===== src/hw/rtl/script_token_lexer_top_defines.svh =====
`ifndef SCRIPT_TOKEN_LEXER_TOP_DEFINES_SVH
`define SCRIPT_TOKEN_LEXER_TOP_DEFINES_SVH

// Condition a implies condition c in the same cycle.
`define STL_ASSERT_NOW(lbl, a, c, msg) \
    lbl: assert property (@(posedge i_clk) disable iff (!i_rst_n) (a) |-> (c)) \
        else $error(msg);

// Condition a implies condition c in the next cycle.
`define STL_ASSERT_NEXT(lbl, a, c, msg) \
    lbl: assert property (@(posedge i_clk) disable iff (!i_rst_n) (a) |=> (c)) \
        else $error(msg);

`endif


===== src/hw/rtl/stl_pkg.sv =====
`default_nettype none

package stl_pkg;

    localparam int OFFSET_BITS_DEF = 16;
    localparam int FIFO_DEPTH      = 4;
    localparam int PTR_W           = $clog2(FIFO_DEPTH);
    localparam int CNT_W           = $clog2(FIFO_DEPTH + 1);
    localparam int KW_COUNT        = 4;

    localparam logic [2:0] MODE_IDLE  = 3'd0;
    localparam logic [2:0] MODE_NUM   = 3'd1;
    localparam logic [2:0] MODE_STR   = 3'd2;
    localparam logic [2:0] MODE_IDENT = 3'd3;
    localparam logic [2:0] MODE_EQ    = 3'd4;

    localparam logic [4:0] TK_NUMBER  = 5'd0;
    localparam logic [4:0] TK_STRING  = 5'd1;
    localparam logic [4:0] TK_IDENT   = 5'd2;
    localparam logic [4:0] TK_KEYWORD = 5'd3;
    localparam logic [4:0] TK_PLUS    = 5'd4;
    localparam logic [4:0] TK_MINUS   = 5'd5;
    localparam logic [4:0] TK_STAR    = 5'd6;
    localparam logic [4:0] TK_SLASH   = 5'd7;
    localparam logic [4:0] TK_ASSIGN  = 5'd8;
    localparam logic [4:0] TK_EQUAL   = 5'd9;
    localparam logic [4:0] TK_LPAREN  = 5'd10;
    localparam logic [4:0] TK_RPAREN  = 5'd11;
    localparam logic [4:0] TK_LBRACE  = 5'd12;
    localparam logic [4:0] TK_RBRACE  = 5'd13;
    localparam logic [4:0] TK_SEMI    = 5'd14;
    localparam logic [4:0] TK_END     = 5'd15;
    localparam logic [4:0] TK_UNKNOWN = 5'd16;

    localparam logic [1:0] KW_LET = 2'd0;

    // keyword text, zero padded to 8 characters
    localparam logic [7:0] KW_TEXT [KW_COUNT][8] = '{
        '{"l", "e", "t", 8'h00, 8'h00, 8'h00, 8'h00, 8'h00},
        '{"c", "o", "n", "s", "t", 8'h00, 8'h00, 8'h00},
        '{"f", "u", "n", "c", "t", "i", "o", "n"},
        '{"c", "o", "n", "s", "o", "l", "e", 8'h00}
    };
    localparam logic [3:0] KW_LEN [KW_COUNT] = '{4'd3, 4'd5, 4'd8, 4'd7};

    typedef struct packed {
        logic [4:0]  kind;
        logic [1:0]  kw;
        logic [15:0] start;
        logic [15:0] len;
        logic        last;
    } t_result;

    function automatic logic is_digit(input logic [7:0] c);
        return (c >= "0") && (c <= "9");
    endfunction

    function automatic logic is_alpha(input logic [7:0] c);
        return ((c >= "a") && (c <= "z")) || ((c >= "A") && (c <= "Z"));
    endfunction

    function automatic logic is_space(input logic [7:0] c);
        return (c == " ") || ((c >= 8'd9) && (c <= 8'd13));
    endfunction

    function automatic logic is_ident_char(input logic [7:0] c);
        return is_alpha(c) || is_digit(c) || (c == ".") || (c == "_");
    endfunction

    function automatic logic [4:0] op_code(input logic [7:0] c);
        logic [4:0] op;
        unique case (c)
            "+":     op = TK_PLUS;
            "-":     op = TK_MINUS;
            "*":     op = TK_STAR;
            "/":     op = TK_SLASH;
            "(":     op = TK_LPAREN;
            ")":     op = TK_RPAREN;
            "{":     op = TK_LBRACE;
            "}":     op = TK_RBRACE;
            ";":     op = TK_SEMI;
            default: op = TK_UNKNOWN;
        endcase
        return op;
    endfunction

endpackage

`default_nettype wire


===== src/hw/rtl/script_token_lexer_top.sv =====
// Channel  Direction  Handshake                 Payload
// in       to block   i_in_valid / o_in_ready   i_kind, i_character
// out      from block o_out_valid / i_out_ready o_token_kind, o_keyword_id,
//                                               o_token_start, o_token_length, o_last
//
// One character per cycle while the output queue has room; an item waits in the
// input register until there is room, then its 0..2 tokens enter the output queue.
// Throughput is set by the output port: one token per cycle while i_out_ready is
// high. The 4-entry output queue absorbs items that yield two tokens.
// Reset is synchronous, active low; no clearing pass. Either side may stall freely.
`default_nettype none

`include "script_token_lexer_top_defines.svh"

module script_token_lexer_top
    import stl_pkg::*;
#(
    parameter int OFFSET_BITS = OFFSET_BITS_DEF
) (
    input  wire logic        i_clk,
    input  wire logic        i_rst_n,
    input  wire logic        i_in_valid,
    output logic             o_in_ready,
    input  wire logic        i_kind,
    input  wire logic [7:0]  i_character,
    output logic             o_out_valid,
    input  wire logic        i_out_ready,
    output logic [4:0]       o_token_kind,
    output logic [1:0]       o_keyword_id,
    output logic [15:0]      o_token_start,
    output logic [15:0]      o_token_length,
    output logic             o_last
);

    localparam logic [OFFSET_BITS-1:0] SAT_MAX = '1;

    function automatic logic [OFFSET_BITS-1:0] sat_inc(input logic [OFFSET_BITS-1:0] v);
        return (v == SAT_MAX) ? v : v + OFFSET_BITS'(1);
    endfunction

    // input register
    logic                   r_in_valid;
    logic                   r_kind;
    logic [7:0]             r_char;

    // lexer state
    logic [2:0]             r_mode,  n_mode;
    logic [OFFSET_BITS-1:0] r_pos,   n_pos;
    logic [OFFSET_BITS-1:0] r_start, n_start;
    logic [OFFSET_BITS-1:0] r_run,   n_run;
    logic [KW_COUNT-1:0]    r_alive, n_alive;

    // output queue
    t_result                r_fifo [FIFO_DEPTH];
    logic [PTR_W-1:0]       r_head, r_tail;
    logic [CNT_W-1:0]       r_count;

    logic                   pop, room, proc_fire;
    logic [CNT_W-1:0]       cnt_after;
    logic [1:0]             nres;

    t_result                open_res, a_res, b_res, slot0, slot1;
    logic                   a_en, b_en, rest;
    logic [KW_COUNT-1:0]    alive_ext, alive_init, kw_hit;
    logic [1:0]             kw_sel;
    logic [15:0]            pos16;

    assign pos16 = 16'(r_pos);

    assign o_out_valid    = (r_count != '0);
    assign pop            = o_out_valid && i_out_ready;
    assign cnt_after      = r_count - CNT_W'(pop);
    assign room           = (cnt_after <= CNT_W'(FIFO_DEPTH - 2));
    assign proc_fire      = r_in_valid && room;
    assign o_in_ready     = !r_in_valid || proc_fire;

    assign o_token_kind   = r_fifo[r_head].kind;
    assign o_keyword_id   = r_fifo[r_head].kw;
    assign o_token_start  = r_fifo[r_head].start;
    assign o_token_length = r_fifo[r_head].len;
    assign o_last         = r_fifo[r_head].last;

    // keyword prefix tracking
    always_comb begin
        for (int k = 0; k < KW_COUNT; k++) begin
            alive_ext[k]  = r_alive[k] && (r_run < OFFSET_BITS'(KW_LEN[k]))
                            && (KW_TEXT[k][r_run[2:0]] == r_char);
            alive_init[k] = (KW_TEXT[k][0] == r_char);
            kw_hit[k]     = r_alive[k] && (r_run == OFFSET_BITS'(KW_LEN[k]));
        end
        kw_sel = KW_LET;
        for (int k = KW_COUNT - 1; k >= 0; k--) begin
            if (kw_hit[k]) begin
                kw_sel = 2'(k);
            end
        end
    end

    // token that closes the open run
    always_comb begin
        open_res       = '0;
        open_res.start = 16'(r_start);
        open_res.len   = 16'(r_run);
        unique case (r_mode)
            MODE_NUM:   open_res.kind = TK_NUMBER;
            MODE_STR:   open_res.kind = TK_STRING;
            MODE_IDENT: begin
                if (kw_hit != '0) begin
                    open_res.kind = TK_KEYWORD;
                    open_res.kw   = kw_sel;
                end else begin
                    open_res.kind = TK_IDENT;
                end
            end
            MODE_EQ: begin
                open_res.kind = TK_ASSIGN;
                open_res.len  = 16'd1;
            end
            default:    open_res.kind = TK_UNKNOWN;
        endcase
    end

    always_comb begin
        n_mode  = r_mode;
        n_pos   = r_pos;
        n_start = r_start;
        n_run   = r_run;
        n_alive = r_alive;
        a_en    = 1'b0;
        a_res   = open_res;
        b_en    = 1'b0;
        b_res   = '0;
        rest    = 1'b0;
        if (r_kind) begin
            a_en       = (r_mode != MODE_IDLE);
            b_en       = 1'b1;
            b_res.kind = TK_END;
            b_res.start = pos16;
            n_mode     = MODE_IDLE;
            n_pos      = '0;
            n_start    = '0;
            n_run      = '0;
            n_alive    = '1;
        end else begin
            unique case (r_mode)
                MODE_NUM: begin
                    if (is_digit(r_char)) begin
                        n_run = sat_inc(r_run);
                    end else begin
                        a_en   = 1'b1;
                        n_mode = MODE_IDLE;
                        rest   = 1'b1;
                    end
                end
                MODE_STR: begin
                    if (r_char == "\"") begin
                        a_en   = 1'b1;
                        n_mode = MODE_IDLE;
                    end else begin
                        n_run = sat_inc(r_run);
                    end
                end
                MODE_IDENT: begin
                    if (is_ident_char(r_char)) begin
                        n_alive = alive_ext;
                        n_run   = sat_inc(r_run);
                    end else begin
                        a_en   = 1'b1;
                        n_mode = MODE_IDLE;
                        rest   = 1'b1;
                    end
                end
                MODE_EQ: begin
                    a_en   = 1'b1;
                    n_mode = MODE_IDLE;
                    if (r_char == "=") begin
                        a_res.kind = TK_EQUAL;
                        a_res.len  = 16'd2;
                    end else begin
                        rest = 1'b1;
                    end
                end
                default: begin
                    n_mode = MODE_IDLE;
                    rest   = 1'b1;
                end
            endcase
            if (rest) begin
                if (is_space(r_char)) begin
                    // separator only
                end else if (is_digit(r_char)) begin
                    n_mode  = MODE_NUM;
                    n_start = r_pos;
                    n_run   = OFFSET_BITS'(1);
                end else if (r_char == "\"") begin
                    n_mode  = MODE_STR;
                    n_start = sat_inc(r_pos);
                    n_run   = '0;
                end else if (is_alpha(r_char) || (r_char == "_")) begin
                    n_mode  = MODE_IDENT;
                    n_start = r_pos;
                    n_run   = OFFSET_BITS'(1);
                    n_alive = alive_init;
                end else if (r_char == "=") begin
                    n_mode  = MODE_EQ;
                    n_start = r_pos;
                end else begin
                    b_en        = 1'b1;
                    b_res.kind  = op_code(r_char);
                    b_res.start = pos16;
                    b_res.len   = 16'd1;
                end
            end
            n_pos = sat_inc(r_pos);
        end
    end

    always_comb begin
        nres       = proc_fire ? (2'(a_en) + 2'(b_en)) : 2'd0;
        slot0      = a_en ? a_res : b_res;
        slot0.last = !(a_en && b_en);
        slot1      = b_res;
        slot1.last = 1'b1;
    end

    always_ff @(posedge i_clk) begin
        if (!i_rst_n) begin
            r_in_valid <= 1'b0;
            r_mode     <= MODE_IDLE;
            r_pos      <= '0;
            r_start    <= '0;
            r_run      <= '0;
            r_alive    <= '1;
            r_head     <= '0;
            r_tail     <= '0;
            r_count    <= '0;
        end else begin
            if (i_in_valid && o_in_ready) begin
                r_in_valid <= 1'b1;
            end else if (proc_fire) begin
                r_in_valid <= 1'b0;
            end
            if (proc_fire) begin
                r_mode  <= n_mode;
                r_pos   <= n_pos;
                r_start <= n_start;
                r_run   <= n_run;
                r_alive <= n_alive;
            end
            r_head  <= r_head + PTR_W'(pop);
            r_tail  <= r_tail + PTR_W'(nres);
            r_count <= cnt_after + CNT_W'(nres);
        end
    end

    always_ff @(posedge i_clk) begin
        if (i_in_valid && o_in_ready) begin
            r_kind <= i_kind;
            r_char <= i_character;
        end
        if (nres != 2'd0) begin
            r_fifo[r_tail] <= slot0;
        end
        if (nres == 2'd2) begin
            r_fifo[r_tail + PTR_W'(1)] <= slot1;
        end
    end

    `STL_ASSERT_NOW(a_end_token_last, o_out_valid && (o_token_kind == TK_END), o_last && (o_token_length == 16'd0), "END token must be last and empty")
    `STL_ASSERT_NEXT(a_end_restarts, proc_fire && r_kind, (r_pos == '0) && (r_mode == MODE_IDLE), "end of source must restart the lexer")
    `STL_ASSERT_NOW(a_run_nonzero, (r_mode == MODE_NUM) || (r_mode == MODE_IDENT), r_run != '0, "open number or identifier with zero length")
    `STL_ASSERT_NOW(a_queue_bound, 1'b1, r_count <= CNT_W'(FIFO_DEPTH), "output queue overfilled")

endmodule

`default_nettype wire


===== config.mk =====
export PLATFORM = sky130hd
export DESIGN_NAME = script_token_lexer_top
export DESIGN_NICKNAME = d
export VERILOG_FILES = /design/src/hw/rtl/stl_pkg.sv /design/src/hw/rtl/script_token_lexer_top.sv
export VERILOG_INCLUDE_DIRS = /design/src /design/src/hw/rtl
export SDC_FILE = /design/constraint.sdc
export NUM_CORES = 1
export LEC_CHECK = 0
export BUFFER_PORTS_ARGS = -buffer_cell sky130_fd_sc_hd__buf_2
export CORE_MARGIN = 3
export CORE_UTILIZATION = 60
export DETAILED_ROUTE_END_ITERATION = 6
export PLACE_DENSITY_LB_ADDON = 0.2
export SLEW_MARGIN = 20
export SYNTH_ARGS = -nofsm -noshare
export SYNTH_HDL_FRONTEND = slang
export SYNTH_SLANG_ARGS = --single-unit

===== constraint.sdc =====
create_clock -name i_clk -period 4.35 [get_ports i_clk]
set_input_delay 1.305 -clock i_clk [delete_from_list [all_inputs] [get_ports i_clk]]
set_output_delay 1.305 -clock i_clk [all_outputs]
set_load 0.02 [all_outputs]

==> impl_summary.md <==
Yosys
The number of synthesized flops with an enable pin is 97. In this run the cell area of the synthesized design comes to 12330 um2. The main flop type after synthesis is dfxtp_1. The share of the synthesized area in the top cell type is 23.62%. The net count after synthesis is 1229. The cell taking the most area after synthesis is edfxtp_1. The synthesized instance count is 1199. The distinct cell type count of the synthesized netlist is ~100. Dividing the synthesized area by the synthesized cell count gives 10.29 um2. The share of the Yosys chip area taken by registers is 45.53%. The post-synthesis register bit count is 232. After synthesis, the cell types taking the most area are edfxtp_1 (24%), dfxtp_1 (22%), mux4_2 (7.3%), a32o_1 (5.4%), nand2_1 (4.9%). The Yosys step of the flow raised 0 warnings. For this run, asynchronously set or reset flops after synthesis account for 0%.

Clock tree
The number of buffers inserted during clock tree synthesis is 25. The number of sinks driven by the clock tree is 232. The clock edge transition at the registers on the reported setup and hold paths is 0.06 ns.

The number of resized instances in the post-cts repair step is 0. The TritonCTS clock tree is done. The clock insertion delay at the later pin of the skew report is 0.54 ns. The H-tree level count is 1.

Hold repair after CTS inserted 0 buffers. The cell chosen for the clock root is clkbuf_16. The longest clock path from root to sink contains 3 buffers. Post-CTS timing repair inserted 0 buffers for setup.

Finish
The area taken by flip-flops and latches is between 5000 and 6000 um2. The layout has 1553 filler cells. The repair_antennas step left the layout with diodes totalling 0. Compared with the post-synthesis result, the final layout area differs by 9.495%. The multi-input combinational cell area is between 6000 and 7000 um2.

The number of nets in the layout is between 1000 and 1500. The library cell used most frequently in the layout, excluding fill and tap cells, is nand2_1. The share of final-layout standard cells stronger than drive strength 1 is about 18%. In the layout the commonest cells are nand2_1 (161), dfxtp_1 (133), o21ai_0 (117). The final cell utilization of the core is ~68%.

Drt
Using the TritonRoute via totals, the vias-per-cell ratio works out to 6.597. The number of detailed-route iterations in the first pass is 5. The number of remaining DRC errors is 0.

The remaining number of nets flagged by the antenna check after routing is 0. The via count is 9896. The count of routing violations after the opening detailed-route iteration is about 1300. The final layout contains routed wiring with a total length of about 32 mm.

In the final routed layout, each cell accounts on average for 21.05 um.

Power
The static leakage is 4.538 nW. In this run switching power makes up 31.81% of total power. In this run the power density over the cells is 449.6 nW/um2.

The worst-case IR drop observed on VDD is between 400 and 500 uV. The total net switching power is a little under 2 mW. The internal power contribution is 4.141 mW. The sequential cell fraction of total power is 41.4%. In this run, the clock network consumes 33.5% of the power. The relative contribution of combinational cells to total power is between 20% and 30%.

Die
The die covers 22310 um2. During I/O placement, the number of pins put on the boundary was between 50 and 60. The starting density of the core is between 60 and 70%. The chip height is between 100 and 150 um. The floorplan step set the die width to 149.4 um. The core area is 19850 um2.

The cell row count is about 50.

Timing
The final-layout setup total negative slack is 0 ns. The total setup violations reported at the end of the flow is 0. Counting I/O delays and the setup requirement, the final critical path takes 3.938 ns.

The actual slew at the worst max-slew pin is 1.006 ns. In the finished design, the share of the clock period the worst path needs comes to 90.52%. The normalized max-slew margin is 32.91%.

The final-report hold violation count is 0. The final number of max-transition violations came to 0. Setup repair after global routing left no endpoint under its margin. Based on the critical path, the design can be clocked at up to 254.0 MHz. The clock tree skew after final layout is 0.01536 ns.

Status
The flow ran to the end, and the final reports show no timing, DRC or antenna violations.

Global routing
The number of antenna violations at the first check in global routing came to 0. The overall global routing resource usage is 28.02%. Summed over all layers, the global routing overflow is 0. The via count of the first global-routing pass came to 9242. The first global-routing pass estimated 50.29 mm of wire.

Entering global routing, the biggest net connects 66 pins.

Worst setup path
STA classifies the critical path endpoint as a primary output. Across all register-to-register paths, the minimum setup slack is roughly 0.42 ns. The critical path is of the in2out type. In this run the critical register-to-register path is captured at r_fifo[0][29]. Along the worst path, the maximum fanout reaches 4.

The number of cells on the worst reg-to-reg path is 10. The required arrival time at the worst endpoint is 3.04 ns. The data arrival at the endpoint of the critical path is around 2.6 ns. The startpoint identified for the worst register-to-register timing path is r_char[2]. The worst setup path is launched from an input pin.

Worst hold path
The number of stages on the worst hold path is 2. The startpoint of the tightest hold check path is r_fifo[0][15]. The endpoint of the worst hold path is r_fifo[0][15]. The path category of the worst min-delay check is reg2reg.

Placement
During placement, the flow inserted port buffers numbering 54. The congestion estimate from routability-driven global placement came to approximately 0.93. The HPWL reported at the end of detailed placement is around 21 mm.

Flow run
The max-cap violation count is 0.
[through the flow]
step	worst slack [ns]	area [um2]	hold slack, ns	cells	power (mW)
global route	0.1713	13510	0.4722	1500	6.290
CTS	0.4130	13510	0.4499	1500	6.084
detailed placement	0.3943	12720	0.4369	1455	4.074
floorplan	0.3936	12330	0.4198	1199	3.659
finish	0.4124	13510	0.4501	1500	6.072
global placement	0.4596	12720	0.4294	1455	4.062
[critical path, stage by stage]
cell and delay, ns:
buf_2 0.09, and2_1 0.14, ha_1 0.18, ha_1 0.20, xnor2_2 0.23, o21ai_0 0.19
nand2_1 0.12, buf_2 0.17
[area by class of cell]
class / instances / share of cell area [%]
sequential: 232 / 41.60
multi-input combinational: 846 / 45.40
inverter: 21 / 0.6022
clock inverter: 16 / 0.8894
clock buffer: 29 / 4.901
tap: 265 / 2.455
timing repair buffer: 91 / 4.150
[per-layer routing]
metal	track usage, %	vias to the layer above	wire, um
li1	-	4579	-
met1	42.37	4745	13830
met2	42.38	511	14080
met3	5.014	61	3016
met4	6.407	0	652
met5	0	-	0
[power groups by stage]
stage | logic [mW] | registers (mW) | clock network, mW
after detailed placement | 1.52 | 2.56 | 0
final | 1.52 | 2.52 | 2.03
after global placement | 1.51 | 2.55 | 0
after global routing | 1.63 | 2.53 | 2.13
after floorplan | 1.17 | 2.49 | 0
after CTS | 1.52 | 2.51 | 2.05
[worst max path at each step]
stage	start	to	slack (ns)	cells after the start
3_3_place_gp	i_out_ready	o_in_ready	0.46	8
2_1_floorplan	r_char[1]	r_fifo[0][17]	0.39	13
5_1_grt	r_char[2]	r_fifo[0][29]	0.17	10
6_report	i_out_ready	o_in_ready	0.41	8
3_5_place_dp	i_out_ready	r_fifo[0][18]	0.39	10
4_1_cts	i_out_ready	o_in_ready	0.41	8
[Yosys cell counts, types with 5 or more instances]
master and instances:
nand2_1 162, a21oi_1 49, o22ai_1 11, o22a_1 5, inv_1 20, edfxtp_1 97
a21o_1 7, nor3_1 15, o21a_1 6, nor2b_1 9, a32o_1 67, xor2_1 12
or2_2 5, o21ai_4 6, o21ai_1 18, nor3b_1 8, nand3_1 26, clkbuf_1 44
buf_6 7, a211oi_1 5, buf_1 11, nor4_1 9, ha_1 16, buf_4 13
nand4_1 12, buf_2 21, nand2b_1 10, o21ai_0 117, xnor2_1 10, or3_1 11
a31oi_1 8, and2_1 25, dfxtp_1 135, nand3b_1 6, nor2_1 54, mux2i_1 6
a22o_1 6, mux4_2 40, and3_1 10
[cells by family (layout without fill, tap and decap cells)]
| kind of cell | count (synthesis) | after routing | share of synthesized area, % |
|---|---|---|---|
| simple gates | 396 | 396 | 16.78 |
| flops | 232 | 232 | 45.53 |
| buf+inv | 121 | 157 | 4.778 |
| fa+ha+maj | 17 | 17 | 1.785 |
| mux | 47 | 47 | 7.882 |
| compound gates | 363 | 363 | 21.56 |
| xor+xnor | 23 | 23 | 1.694 |
[registers in the layout (all words and copies together) (netlist names)]
name	cells
r_fifo	160
pos16	16
r_run	16
r_start	16
r_char	8
r_alive	4
r_count	3
r_mode	3
r_head	2
r_tail	2
r_in_valid	1
r_kind	1
No activity file was read; power rests on OpenSTA's default activity.
